**src/hdl/rrbwa_pkg.sv**
```systemverilog
// Shared types and constants of the round-robin bank write arbiter.
`timescale 1ns / 1ps
package rrbwa_pkg;

	localparam int CLIENT_W         = 2;
	localparam int ADDR_W           = 17;
	localparam int DATA_W           = 64;
	localparam int MASK_W           = 4;
	localparam int BANK_W           = 2;
	localparam int LINE_OFFSET_BITS = 9;
	localparam int SUBARRAY_BITS    = 2;
	localparam int BANK_SHIFT       = LINE_OFFSET_BITS + SUBARRAY_BITS;
	localparam int IN_W             = 88;
	localparam int OUT_W            = 88;

	// Beat kind carried on s_tuser
	typedef enum logic {
		OP_POST = 1'b0,
		OP_TICK = 1'b1
	} op_t;

	// Input tdata layout, lowest field last
	typedef struct packed {
		logic              pad;
		logic [MASK_W-1:0] bank_ready_mask;
		logic [DATA_W-1:0] write_data;
		logic [ADDR_W-1:0] array_addr;
		logic [CLIENT_W-1:0] client;
	} in_beat_t;

	// Output tdata layout, lowest field last
	typedef struct packed {
		logic [DATA_W-1:0]   commit_data;
		logic [ADDR_W-1:0]   commit_addr;
		logic [BANK_W-1:0]   commit_bank;
		logic                grant_committed;
		logic [CLIENT_W-1:0] grant_client;
		logic                grant_valid;
		logic                accepted;
	} result_t;

	// Slot store commands from the control logic
	typedef struct packed {
		logic                post_en;
		logic [CLIENT_W-1:0] post_client;
		logic                take_en;
		logic [CLIENT_W-1:0] take_client;
	} slot_cmd_t;

	// Round-robin pick from the slot store
	typedef struct packed {
		logic                valid;
		logic [CLIENT_W-1:0] client;
	} pick_t;

	// Bank decode from the array address
	function automatic logic [BANK_W-1:0] bank_of(input logic [ADDR_W-1:0] addr);
		return addr[BANK_SHIFT +: BANK_W];
	endfunction

endpackage

```
**src/hdl/rrbwa_slots.sv**
```systemverilog
// Per-client request slots with round-robin pick after the last grant.
`timescale 1ns / 1ps
module rrbwa_slots #(
	parameter int NUM_CLIENTS = 3
) (
	input  logic                          clk,
	input  logic                          arst_n,
	input  rrbwa_pkg::slot_cmd_t          cmd,
	input  logic [rrbwa_pkg::ADDR_W-1:0]  post_addr,
	input  logic [rrbwa_pkg::DATA_W-1:0]  post_data,
	output logic [NUM_CLIENTS-1:0]        slot_full,
	output rrbwa_pkg::pick_t              pick,
	output logic [rrbwa_pkg::ADDR_W-1:0]  pick_addr,
	output logic [rrbwa_pkg::DATA_W-1:0]  pick_data
);

	localparam int IDX_W = (NUM_CLIENTS > 1) ? $clog2(NUM_CLIENTS) : 1;
	localparam int SUM_W = IDX_W + 1;

	logic [NUM_CLIENTS-1:0]       valid_q;
	logic [IDX_W-1:0]             last_q;
	logic [rrbwa_pkg::ADDR_W-1:0] addr_q [NUM_CLIENTS];
	logic [rrbwa_pkg::DATA_W-1:0] data_q [NUM_CLIENTS];
	logic [IDX_W-1:0]             post_idx;
	logic [IDX_W-1:0]             take_idx;
	logic [IDX_W-1:0]             pick_idx;

	assign post_idx  = cmd.post_client[IDX_W-1:0];
	assign take_idx  = cmd.take_client[IDX_W-1:0];
	assign slot_full = valid_q;

	// Scan clients starting just after the last grant
	always_comb begin
		logic [SUM_W-1:0] s;
		logic [IDX_W-1:0] idx;
		logic             found;
		found    = 1'b0;
		pick_idx = '0;
		for (int i = 1; i <= NUM_CLIENTS; i++) begin
			s = SUM_W'(last_q) + SUM_W'(i);
			if (s >= SUM_W'(NUM_CLIENTS)) begin
				s = s - SUM_W'(NUM_CLIENTS);
			end
			idx = s[IDX_W-1:0];
			if (!found && valid_q[idx]) begin
				found    = 1'b1;
				pick_idx = idx;
			end
		end
		pick.valid  = found;
		pick.client = rrbwa_pkg::CLIENT_W'(pick_idx);
	end

	assign pick_addr = addr_q[pick_idx];
	assign pick_data = data_q[pick_idx];

	// Valid bits and round-robin pointer
	always_ff @(posedge clk or negedge arst_n) begin
		if (!arst_n) begin
			valid_q <= '0;
			last_q  <= IDX_W'(NUM_CLIENTS - 1);
		end else begin
			if (cmd.post_en) begin
				valid_q[post_idx] <= 1'b1;
			end
			if (cmd.take_en) begin
				valid_q[take_idx] <= 1'b0;
				last_q            <= take_idx;
			end
		end
	end

	// Slot payload, written on post
	always_ff @(posedge clk) begin
		if (cmd.post_en) begin
			addr_q[post_idx] <= post_addr;
			data_q[post_idx] <= post_data;
		end
	end

endmodule

```
**src/hdl/rrbwa_ctrl.sv**
```systemverilog
// Arbitration control: post handling, grant, bank check and blocked hold.
`timescale 1ns / 1ps
module rrbwa_ctrl #(
	parameter int NUM_CLIENTS = 3
) (
	input  logic                          clk,
	input  logic                          arst_n,
	input  logic                          en,
	input  rrbwa_pkg::op_t                op,
	input  rrbwa_pkg::in_beat_t           beat,
	input  logic [NUM_CLIENTS-1:0]        slot_full,
	input  rrbwa_pkg::pick_t              pick,
	input  logic [rrbwa_pkg::ADDR_W-1:0]  pick_addr,
	input  logic [rrbwa_pkg::DATA_W-1:0]  pick_data,
	output rrbwa_pkg::slot_cmd_t          cmd,
	output rrbwa_pkg::result_t            result
);

	localparam int IDX_W = (NUM_CLIENTS > 1) ? $clog2(NUM_CLIENTS) : 1;
	localparam int CMP_W = rrbwa_pkg::CLIENT_W + 1;

	logic                           blocked_q;
	logic [rrbwa_pkg::CLIENT_W-1:0] held_client_q;
	logic [rrbwa_pkg::BANK_W-1:0]   held_bank_q;
	logic [rrbwa_pkg::ADDR_W-1:0]   held_addr_q;
	logic [rrbwa_pkg::DATA_W-1:0]   held_data_q;

	logic                           in_range;
	logic [rrbwa_pkg::BANK_W-1:0]   pick_bank;
	logic                           set_block;
	logic                           clr_block;

	assign in_range  = CMP_W'(beat.client) < CMP_W'(NUM_CLIENTS);
	assign pick_bank = rrbwa_pkg::bank_of(pick_addr);

	// Result and slot commands for the beat in the input register
	always_comb begin
		result    = '0;
		cmd       = '0;
		set_block = 1'b0;
		clr_block = 1'b0;
		case (op)
			rrbwa_pkg::OP_POST: begin
				if (in_range && !slot_full[beat.client[IDX_W-1:0]]) begin
					cmd.post_en     = en;
					cmd.post_client = beat.client;
					result.accepted = 1'b1;
				end
			end
			rrbwa_pkg::OP_TICK: begin
				if (blocked_q) begin
					// only the held bank is checked while blocked
					if (beat.bank_ready_mask[held_bank_q]) begin
						clr_block              = en;
						result.grant_valid     = 1'b1;
						result.grant_client    = held_client_q;
						result.grant_committed = 1'b1;
						result.commit_bank     = held_bank_q;
						result.commit_addr     = held_addr_q;
						result.commit_data     = held_data_q;
					end
				end else if (pick.valid) begin
					cmd.take_en         = en;
					cmd.take_client     = pick.client;
					result.grant_valid  = 1'b1;
					result.grant_client = pick.client;
					if (beat.bank_ready_mask[pick_bank]) begin
						result.grant_committed = 1'b1;
						result.commit_bank     = pick_bank;
						result.commit_addr     = pick_addr;
						result.commit_data     = pick_data;
					end else begin
						set_block = en;
					end
				end
			end
			default: begin
				result = '0;
			end
		endcase
	end

	// Access / blocked state
	always_ff @(posedge clk or negedge arst_n) begin
		if (!arst_n) begin
			blocked_q     <= 1'b0;
			held_client_q <= '0;
			held_bank_q   <= '0;
		end else if (set_block) begin
			blocked_q     <= 1'b1;
			held_client_q <= pick.client;
			held_bank_q   <= pick_bank;
		end else if (clr_block) begin
			blocked_q <= 1'b0;
		end
	end

	// Held write payload
	always_ff @(posedge clk) begin
		if (set_block) begin
			held_addr_q <= pick_addr;
			held_data_q <= pick_data;
		end
	end

endmodule

```
**src/hdl/round_robin_bank_write_arbiter_unit.sv**
```systemverilog
// Top level: input register, arbitration logic and output register.
// A beat goes from the input register through the arbitration logic to the output register.
// Throughput: one beat per cycle unless m_tready stalls, set by a single pass through the
// slot pick and bank check between the two registers; one result beat per input beat.
// Reset (arst_n low, asynchronous): slots empty, pointer on the last client,
// access state, both pipeline registers empty.
`timescale 1ns / 1ps
module round_robin_bank_write_arbiter_unit #(
	parameter int NUM_CLIENTS = 3 // 2 to 4
) (
	input  logic                         clk,
	input  logic                         arst_n,
	input  logic                         s_tvalid,
	output logic                         s_tready,
	// client[1:0], array_addr[18:2], write_data[82:19], bank_ready_mask[86:83], zero
	input  logic [rrbwa_pkg::IN_W-1:0]   s_tdata,
	// opcode[0]
	input  logic [0:0]                   s_tuser,
	output logic                         m_tvalid,
	input  logic                         m_tready,
	// accepted[0], grant_valid[1], grant_client[3:2], grant_committed[4],
	// commit_bank[6:5], commit_addr[23:7], commit_data[87:24]
	output logic [rrbwa_pkg::OUT_W-1:0]  m_tdata
);

	logic                         valid_s1;
	rrbwa_pkg::in_beat_t          beat_s1;
	rrbwa_pkg::op_t               op_s1;
	logic                         valid_s2;
	rrbwa_pkg::result_t           res_s2;

	logic                         adv;
	rrbwa_pkg::slot_cmd_t         cmd;
	rrbwa_pkg::pick_t             pick;
	logic [NUM_CLIENTS-1:0]       slot_full;
	logic [rrbwa_pkg::ADDR_W-1:0] pick_addr;
	logic [rrbwa_pkg::DATA_W-1:0] pick_data;
	rrbwa_pkg::result_t           result;

	// Beat moves from s1 to s2 when s2 is empty or being drained
	assign adv      = valid_s1 && (!valid_s2 || m_tready);
	assign s_tready = !valid_s1 || adv;
	assign m_tvalid = valid_s2;
	assign m_tdata  = res_s2;

	// Input register
	always_ff @(posedge clk or negedge arst_n) begin
		if (!arst_n) begin
			valid_s1 <= 1'b0;
		end else if (s_tready) begin
			valid_s1 <= s_tvalid;
		end
	end

	always_ff @(posedge clk) begin
		if (s_tvalid && s_tready) begin
			beat_s1 <= rrbwa_pkg::in_beat_t'(s_tdata);
			op_s1   <= rrbwa_pkg::op_t'(s_tuser[0]);
		end
	end

	rrbwa_slots #(
		.NUM_CLIENTS(NUM_CLIENTS)
	) u_slots (
		.clk       (clk),
		.arst_n    (arst_n),
		.cmd       (cmd),
		.post_addr (beat_s1.array_addr),
		.post_data (beat_s1.write_data),
		.slot_full (slot_full),
		.pick      (pick),
		.pick_addr (pick_addr),
		.pick_data (pick_data)
	);

	rrbwa_ctrl #(
		.NUM_CLIENTS(NUM_CLIENTS)
	) u_ctrl (
		.clk       (clk),
		.arst_n    (arst_n),
		.en        (adv),
		.op        (op_s1),
		.beat      (beat_s1),
		.slot_full (slot_full),
		.pick      (pick),
		.pick_addr (pick_addr),
		.pick_data (pick_data),
		.cmd       (cmd),
		.result    (result)
	);

	// Output register
	always_ff @(posedge clk or negedge arst_n) begin
		if (!arst_n) begin
			valid_s2 <= 1'b0;
		end else if (adv) begin
			valid_s2 <= 1'b1;
		end else if (m_tready) begin
			valid_s2 <= 1'b0;
		end
	end

	always_ff @(posedge clk) begin
		if (adv) begin
			res_s2 <= result;
		end
	end

endmodule

```
**config.mk**
```make
export PLATFORM = sky130hd
export DESIGN_NAME = round_robin_bank_write_arbiter_unit
export DESIGN_NICKNAME = d
export VERILOG_FILES = /design/src/hdl/rrbwa_pkg.sv /design/src/hdl/rrbwa_slots.sv /design/src/hdl/rrbwa_ctrl.sv /design/src/hdl/round_robin_bank_write_arbiter_unit.sv
export SDC_FILE = /design/constraint.sdc
export NUM_CORES = 1
export LEC_CHECK = 0
export BUFFER_PORTS_ARGS = -buffer_cell sky130_fd_sc_hd__buf_2
export CAP_MARGIN = 20
export CORE_UTILIZATION = 44
export DETAILED_ROUTE_END_ITERATION = 8
export SLEW_MARGIN = 5
export SYNTH_ARGS = -nofsm -noshare
export SYNTH_HDL_FRONTEND = slang
export SYNTH_SLANG_ARGS = --single-unit
```
**constraint.sdc**
```tcl
create_clock -name clk -period 18.3 [get_ports clk]
set_clock_uncertainty 0.15 [all_clocks]
set_input_delay 3.66 -clock clk [delete_from_list [all_inputs] [get_ports clk]]
set_output_delay 3.66 -clock clk [all_outputs]
set_load 0.02 [all_outputs]
```
==> impl_metrics.json, run 1 <==
{
  "crit_path_top_delay_cell": "nand3b_1",
  "async_reset_ff_share_pct": 2.344,
  "grt_max_degree": 94,
  "finalSetupTns_ns": 0,
  "fin_nets": 1273,
  "slew_headroom_pct": 38.00,
  "rrSetupSlack_ns": 13.17,
  "rsz0062_at_grt": "no",
  "drc": 0,
  "syn_nets": 1082,
  "drt-initial-drc-count": 574,
  "gp_congestion": 0.7408,
  "cts_max_path_buffers": 3,
  "crit_type": "in -> out",
  "viasPerCell": 5.370,
  "drv_cap": 0,
  "r2r_cells": 10,
  "htree_levels": 2,
  "hold_buffers": 0,
  "drive_above_1_share_pct": 22.88,
  "cts_buffers": 50,
  "final_cell_mix": "edfxtp_1, buf_2, nand2_1, o21ai_0",
  "yosysTopAreaCell": "edfxtp_1",
  "clock-sinks": 512,
  "post-dp-hpwl_mm": 19.30,
  "antenna_found_initial": 2,
  "cp_top_family": "buffers and inverters",
  "ys.flop_type": "edfxtp_1",
  "die-height_um": 207.3,
  "core-area_mm2": 0.04120,
  "cts-resized-gates": 0,
  "final_common_cell": "edfxtp_1",
  "required_ns": 14.49,
  "fin_area_mm2": 0.02166,
  "drtPass1Iterations": 5,
  "synth.avg_cell_area_um2": 18.81,
  "fmax_mhz": 125.8,
  "wl_per_cell_um": 20.92,
  "synth_edf_count": 500,
  "startpoint_type": "input pin",
  "min_to": "u_slots.data_q[1][15]",
  "grt_use_total_pct": 17.12,
  "fillers": 3265,
  "routed_wl_mm": 36.58,
  "irDropWorstVdd_v": 0.00009316,
  "regArea_mm2": 0.01532,
  "path_max_fanout": 3,
  "grt_pass1_wl_mm": 55.45,
  "clk_latency_ns": 0.59,
  "r2r-end": "u_ctrl.held_bank_q[0]",
  "slew_viol_final": 0,
  "synth-seq-cells": 512,
  "tritoncts": "yes",
  "post-cts-setup-buffers": 0,
  "hp-class": "reg -> reg",
  "grt_overflow": 0,
  "port_buffers": 181,
  "io_pins": 183,
  "syn_to_final_growth_pct": 16.79,
  "crit_top_cell": "buf_2",
  "tightest_slew_ns": 0.9299,
  "dpl_cell_area_mm2": 0.02003,
  "finalCoreUtilization_pct": 52.57,
  "worstHoldStart": "beat_s1[34]",
  "initial_utilization_pct": 45.01,
  "grt_pass1_vias": 9353,
  "whs_path_depth": 0,
  "synth.top_cell.area_share_pct": 80.97,
  "cts.clk_slew.worst_paths_ns": 0.06,
  "min_period_ns": 7.950,
  "fin_ws_ns": 10.35,
  "synth_top_cells_by_area": "edfxtp_1, mux2i_1, a32o_1",
  "fin_crit_sh_pct": 43.44,
  "timing.final.hold_violations": 0,
  "setup_violations": 0,
  "p_leak_uw": 0.007335,
  "cp_cell_sequence": "buf_2, nand3b_1, buf_2",
  "die_area_mm2": 0.04297,
  "outcome": "completed",
  "crit_buf_inv": 2,
  "cts_root_buf": "clkbuf_16",
  "ys_seq_area_share_pct": 82.59,
  "die_width_um": 207.3,
  "pwr_density_cell_mw_per_mm2": 161.8,
  "vias": 9393,
  "end_kind": "primary output",
  "core.rowCount": 74,
  "crit_arrival_ns": 4.14,
  "slowest_delay_ns": 0.19,
  "synth_warnings": 0,
  "dp_slack_ns": 10.36,
  "netlist-cell-type-count": 48,
  "r2r-start": "u_slots.last_q[1]",
  "multiInputGateArea_mm2": 0.002993,
  "syn_area_mm2": 0.01854,
  "drtAntennaViolNets": 0,
  "synth_cells": 986
}
cell type report:
class,count,share of cell area (%)
antenna,2,0.02311
tap,532,3.073
sequential,512,70.72
timing repair buffer,196,4.702
clock inverter,27,1.415
multi-input combinational,409,13.82
clock buffer,63,6.101
inverter,8,0.1502
layer usage:
metal	global-route usage [%]	wire length, µm	part of all wire, %	up-vias
li1	-	-	-	4329
met4	6.794	930	2.5	0
met1	22.49	15800	43	4732
met5	0	0	0	-
met2	28.58	18020	49	269
met3	2.859	1831	5.0	63
worst max-delay path by stage:
stage | from | end | cells after the start
2_1_floorplan | m_tready | u_slots.slot_full[0] | 5
3_3_place_gp | m_tready | s_tready | 3
3_5_place_dp | m_tready | s_tready | 3
4_1_cts | m_tready | s_tready | 3
5_1_grt | m_tready | s_tready | 3
6_report | m_tready | s_tready | 3
cells by family (layout without fill, tap and decap cells):
group / count (synthesis) / in the layout / synth area share [%]
DFF: 512 / 512 / 82.59
AOI/OAI and AO/OA: 192 / 192 / 7.732
muxes: 88 / 88 / 4.865
buffers and inverters: 65 / 294 / 1.748
adders and majority gates: 3 / 3 / 0.2024
and+or+nand+nor: 126 / 126 / 2.861
other: 0 / 2 / 0
sequential cells by signal, summed over array words and instances (netlist names):
signal                flops
u_slots.slot_full         3
u_ctrl.held_bank_q        2
m_tdata                  88
u_ctrl.blocked_q          1
u_slots.addr_q           51
u_ctrl.held_data_q       64
beat_s1                  87
u_ctrl.held_client_q      2
op_s1                     1
valid_s1                  1
m_tvalid                  1
u_ctrl.held_addr_q       17
u_slots.data_q          192
u_slots.last_q            2
power breakdown:
| group | internal, µW | switching (µW) | leakage, µW |
|---|---|---|---|
| sequential | 1490 | 47.3 | 0.00479 |
| combinational | 307 | 637 | 0.00176 |
| clock | 596 | 425 | 0.000783 |
metrics by stage:
step	total power, µW	instances	hold slack [ns]
final	3504	1749	0.3099
after global routing	3661	1749	0.3301
after CTS	3542	1747	0.3142
after detailed placement	2516	1657	0.3032
after global placement	2501	1657	0.2915
after floorplan	2260	986	0.2901
synth_stat cells (3+ instances only):
cell type,number
nand2b_1,7
ha_1,3
edfxtp_1,500
o21ai_0,83
o21ai_1,3
a32o_1,81
a21oi_1,5
buf_2,10
mux2_1,3
dfrtp_1,11
mux2i_1,82
clkbuf_1,36
and2_1,3
inv_1,7
buf_6,9
nand2_1,93
a22o_1,3
nor2_1,11
worst register-to-register path, cell delays in order (launching register included):
cell       delay, ns
dfstp_2         0.53
inv_1           0.06
ha_1            0.48
o2111ai_1       0.28
or2_1           0.36
nand2_4         0.62
o311a_1         0.45
mux2i_2         0.41
a22o_4          0.60
buf_4           0.69
mux2_1          0.39
No activity file was read; power rests on OpenSTA's default activity.
==> run 2: changes to the inputs <==
--- a/config.mk
+++ b/config.mk
@@ -5,6 +5,7 @@
 export SDC_FILE = /design/constraint.sdc
 export NUM_CORES = 1
 export LEC_CHECK = 0
+export ABC_AREA = 1
 export BUFFER_PORTS_ARGS = -buffer_cell sky130_fd_sc_hd__buf_2
 export CAP_MARGIN = 20
 export CORE_UTILIZATION = 44
==> constraint.sdc (replaced) <==
create_clock -name clk -period 7.8 [get_ports clk]
set_clock_uncertainty 0.15 [all_clocks]
set_input_delay 1.56 -clock clk [delete_from_list [all_inputs] [get_ports clk]]
set_output_delay 1.56 -clock clk [all_outputs]
set_load 0.02 [all_outputs]
==> impl_metrics.json, run 2 <==
{
  "outcome": "completed",
  "crit_type": "reg -> reg",
  "grt_use_total_pct": 17.92,
  "syn_to_final_growth_pct": 16.34,
  "die_width_um": 211.3,
  "io_pins": 183,
  "slew_viol_final": 0,
  "core-area_mm2": 0.04317,
  "synth.top_cell.area_share_pct": 77.92,
  "setup_violations": 0,
  "htree_levels": 2,
  "cts_max_path_buffers": 3,
  "timing.final.hold_violations": 0,
  "synth_top_cells_by_area": "edfxtp_1, nand2_1, nand3_1",
  "path_max_fanout": 53,
  "die-height_um": 211.3,
  "synth_edf_count": 500,
  "largest_register_ffs": 192,
  "fin_nets": 1661,
  "drv_cap": 0,
  "final_cell_mix": "edfxtp_1, nand2_1, buf_2, nand3_1, nor2_1",
  "grt_pass1_wl_mm": 60.11,
  "yosysTopAreaCell": "edfxtp_1",
  "antenna_found_initial": 1,
  "required_ns": 7.87,
  "post-cts-setup-buffers": 0,
  "min_period_ns": 5.283,
  "hold_buffers": 0,
  "gp_congestion": 0.7553,
  "routed_wl_mm": 39.31,
  "core.rowCount": 76,
  "final_common_cell": "edfxtp_1",
  "grt_max_degree": 82,
  "hp-class": "reg -> reg",
  "async_reset_ff_share_pct": 2.344,
  "clk_latency_ns": 0.59,
  "fmax_mhz": 189.3,
  "viasPerCell": 4.909,
  "largest_register": "u_slots.data_q",
  "finalCoreUtilization_pct": 51.92,
  "initial_utilization_pct": 44.63,
  "grt_overflow": 0,
  "drtAntennaViolNets": 0,
  "vias": 10765,
  "rsz0062_at_grt": "no",
  "end_kind": "flop",
  "ys.flop_type": "edfxtp_1",
  "netlist-cell-type-count": 37,
  "drt-initial-drc-count": 882,
  "port_buffers": 181,
  "drtPass1Iterations": 5,
  "synth.avg_cell_area_um2": 13.98,
  "ys_seq_area_share_pct": 79.49,
  "finalSetupTns_ns": 0,
  "slew_headroom_pct": 32.54,
  "syn_nets": 1474,
  "drive_above_1_share_pct": 19.73,
  "die_area_mm2": 0.04463,
  "cts_buffers": 52,
  "synth_warnings": 0,
  "syn_area_mm2": 0.01927,
  "cts-resized-gates": 0,
  "tritoncts": "yes",
  "post-dp-hpwl_mm": 21.66,
  "clock-sinks": 512,
  "yosys-top-cells-count": "edfxtp_1, nand2_1, nand3_1",
  "grt_pass1_vias": 10483,
  "synth_cells": 1378,
  "fin_crit_sh_pct": 67.73,
  "synth-seq-cells": 512,
  "fillers": 3707,
  "startpoint_type": "flop",
  "cts_root_buf": "clkbuf_16",
  "cts.clk_slew.worst_paths_ns": 0.06,
  "wl_per_cell_um": 17.93,
  "crit_arrival_ns": 5.36,
  "yosysMostFrequentCell": "edfxtp_1",
  "drc": 0,
  "tightest_slew_ns": 1.012
}
[run 2: cell types whose count changed in the layout (fill, tap and decap cells not counted), moves of 7 or more]
cell and delta:
nand3_1 +105, nor2_1 +91, mux2i_1 -81, o21ai_1 +59, a32o_1 -81, or2_1 +9
nand2_2 +9, o21ai_0 -16, nand2_1 +202, inv_1 +75, a31oi_1 +19, or2_2 +8
nand2b_1 -7
[run 2: cells by family after synthesis]
logic type,synth area share [%]
adder cells (fa/ha/maj),0.1948
AND/OR/NAND/NOR,12.43
AO/OA/AOI/OAI,4.312
buffers and inverters,3.578
flip-flops,79.49
[run 2: per-layer routing]
layer / GRT usage (%) / vias up / wire, µm
li1: - / 5225 / -
met1: 23.45 / 5194 / 16810
met2: 30.29 / 292 / 19400
met3: 2.988 / 54 / 2232
met4: 6.222 / 0 / 873
met5: 0 / - / 0
[run 2: critical path, stage by stage (launching register included)]
cell     delay, ns
dfstp_2       0.53
inv_1         0.06
ha_1          0.47
nand2_1       0.15
nand2_1       0.13
nand2_2       0.08
nand2_1       0.09
nand2_1       0.05
nand2_1       0.10
nand2_4       0.08
nand2_4       0.39
buf_4         0.62
nand2_1       0.12
nand3_1       0.14
o21ai_4       0.09
nand3_4       0.13
nand3_1       0.24
inv_4         0.64
buf_4         0.58
[run 2: through the flow]
stage	instances	hold WS (ns)	setup WS [ns]	cell area (µm²)
2_1_floorplan	1378	0.2901	-0.2024	19270
3_3_place_gp	2096	0.2918	2.524	20720
3_5_place_dp	2096	0.3040	2.461	20720
4_1_cts	2192	0.3167	2.444	22410
5_1_grt	2193	0.3274	2.181	22420
6_report	2193	0.3142	2.517	22420
[run 2: final timing paths]
path | startpoint | endpoint | slack, ns | cells past startpoint
setup / recovery | u_slots.last_q[1] | u_ctrl.held_data_q[15] | 2.52 | 18
hold / removal | beat_s1[3] | u_slots.addr_q[0][1] | 0.31 | 0
setup reg to reg | u_slots.last_q[1] | u_ctrl.held_data_q[15] | 2.52 | 18
hold reg to reg | beat_s1[3] | u_slots.addr_q[0][1] | 0.31 | 0
max in group asynchronous | arst_n | u_slots.last_q[1] | 6.51 | 1
min in group asynchronous | arst_n | m_tvalid | 0.71 | 1
[run 2: area by class of cell]
type                            count  area, µm²  area share (%)
Antenna cell                        1      2.502         0.01116
Inverter                           92      356.6           1.591
Clock buffer                       62       1339           5.972
Clock inverter                     34      354.1           1.580
Sequential cell                   512      15320           68.32
Multi-Input combinational cell    711       3298           14.71
Tap cell                          585      732.0           3.265
Timing Repair Buffer              196       1018           4.543
Power of run 2 is not shown: default switching activity piles up to over one toggle a cycle in this logic, so the estimate is an artifact.
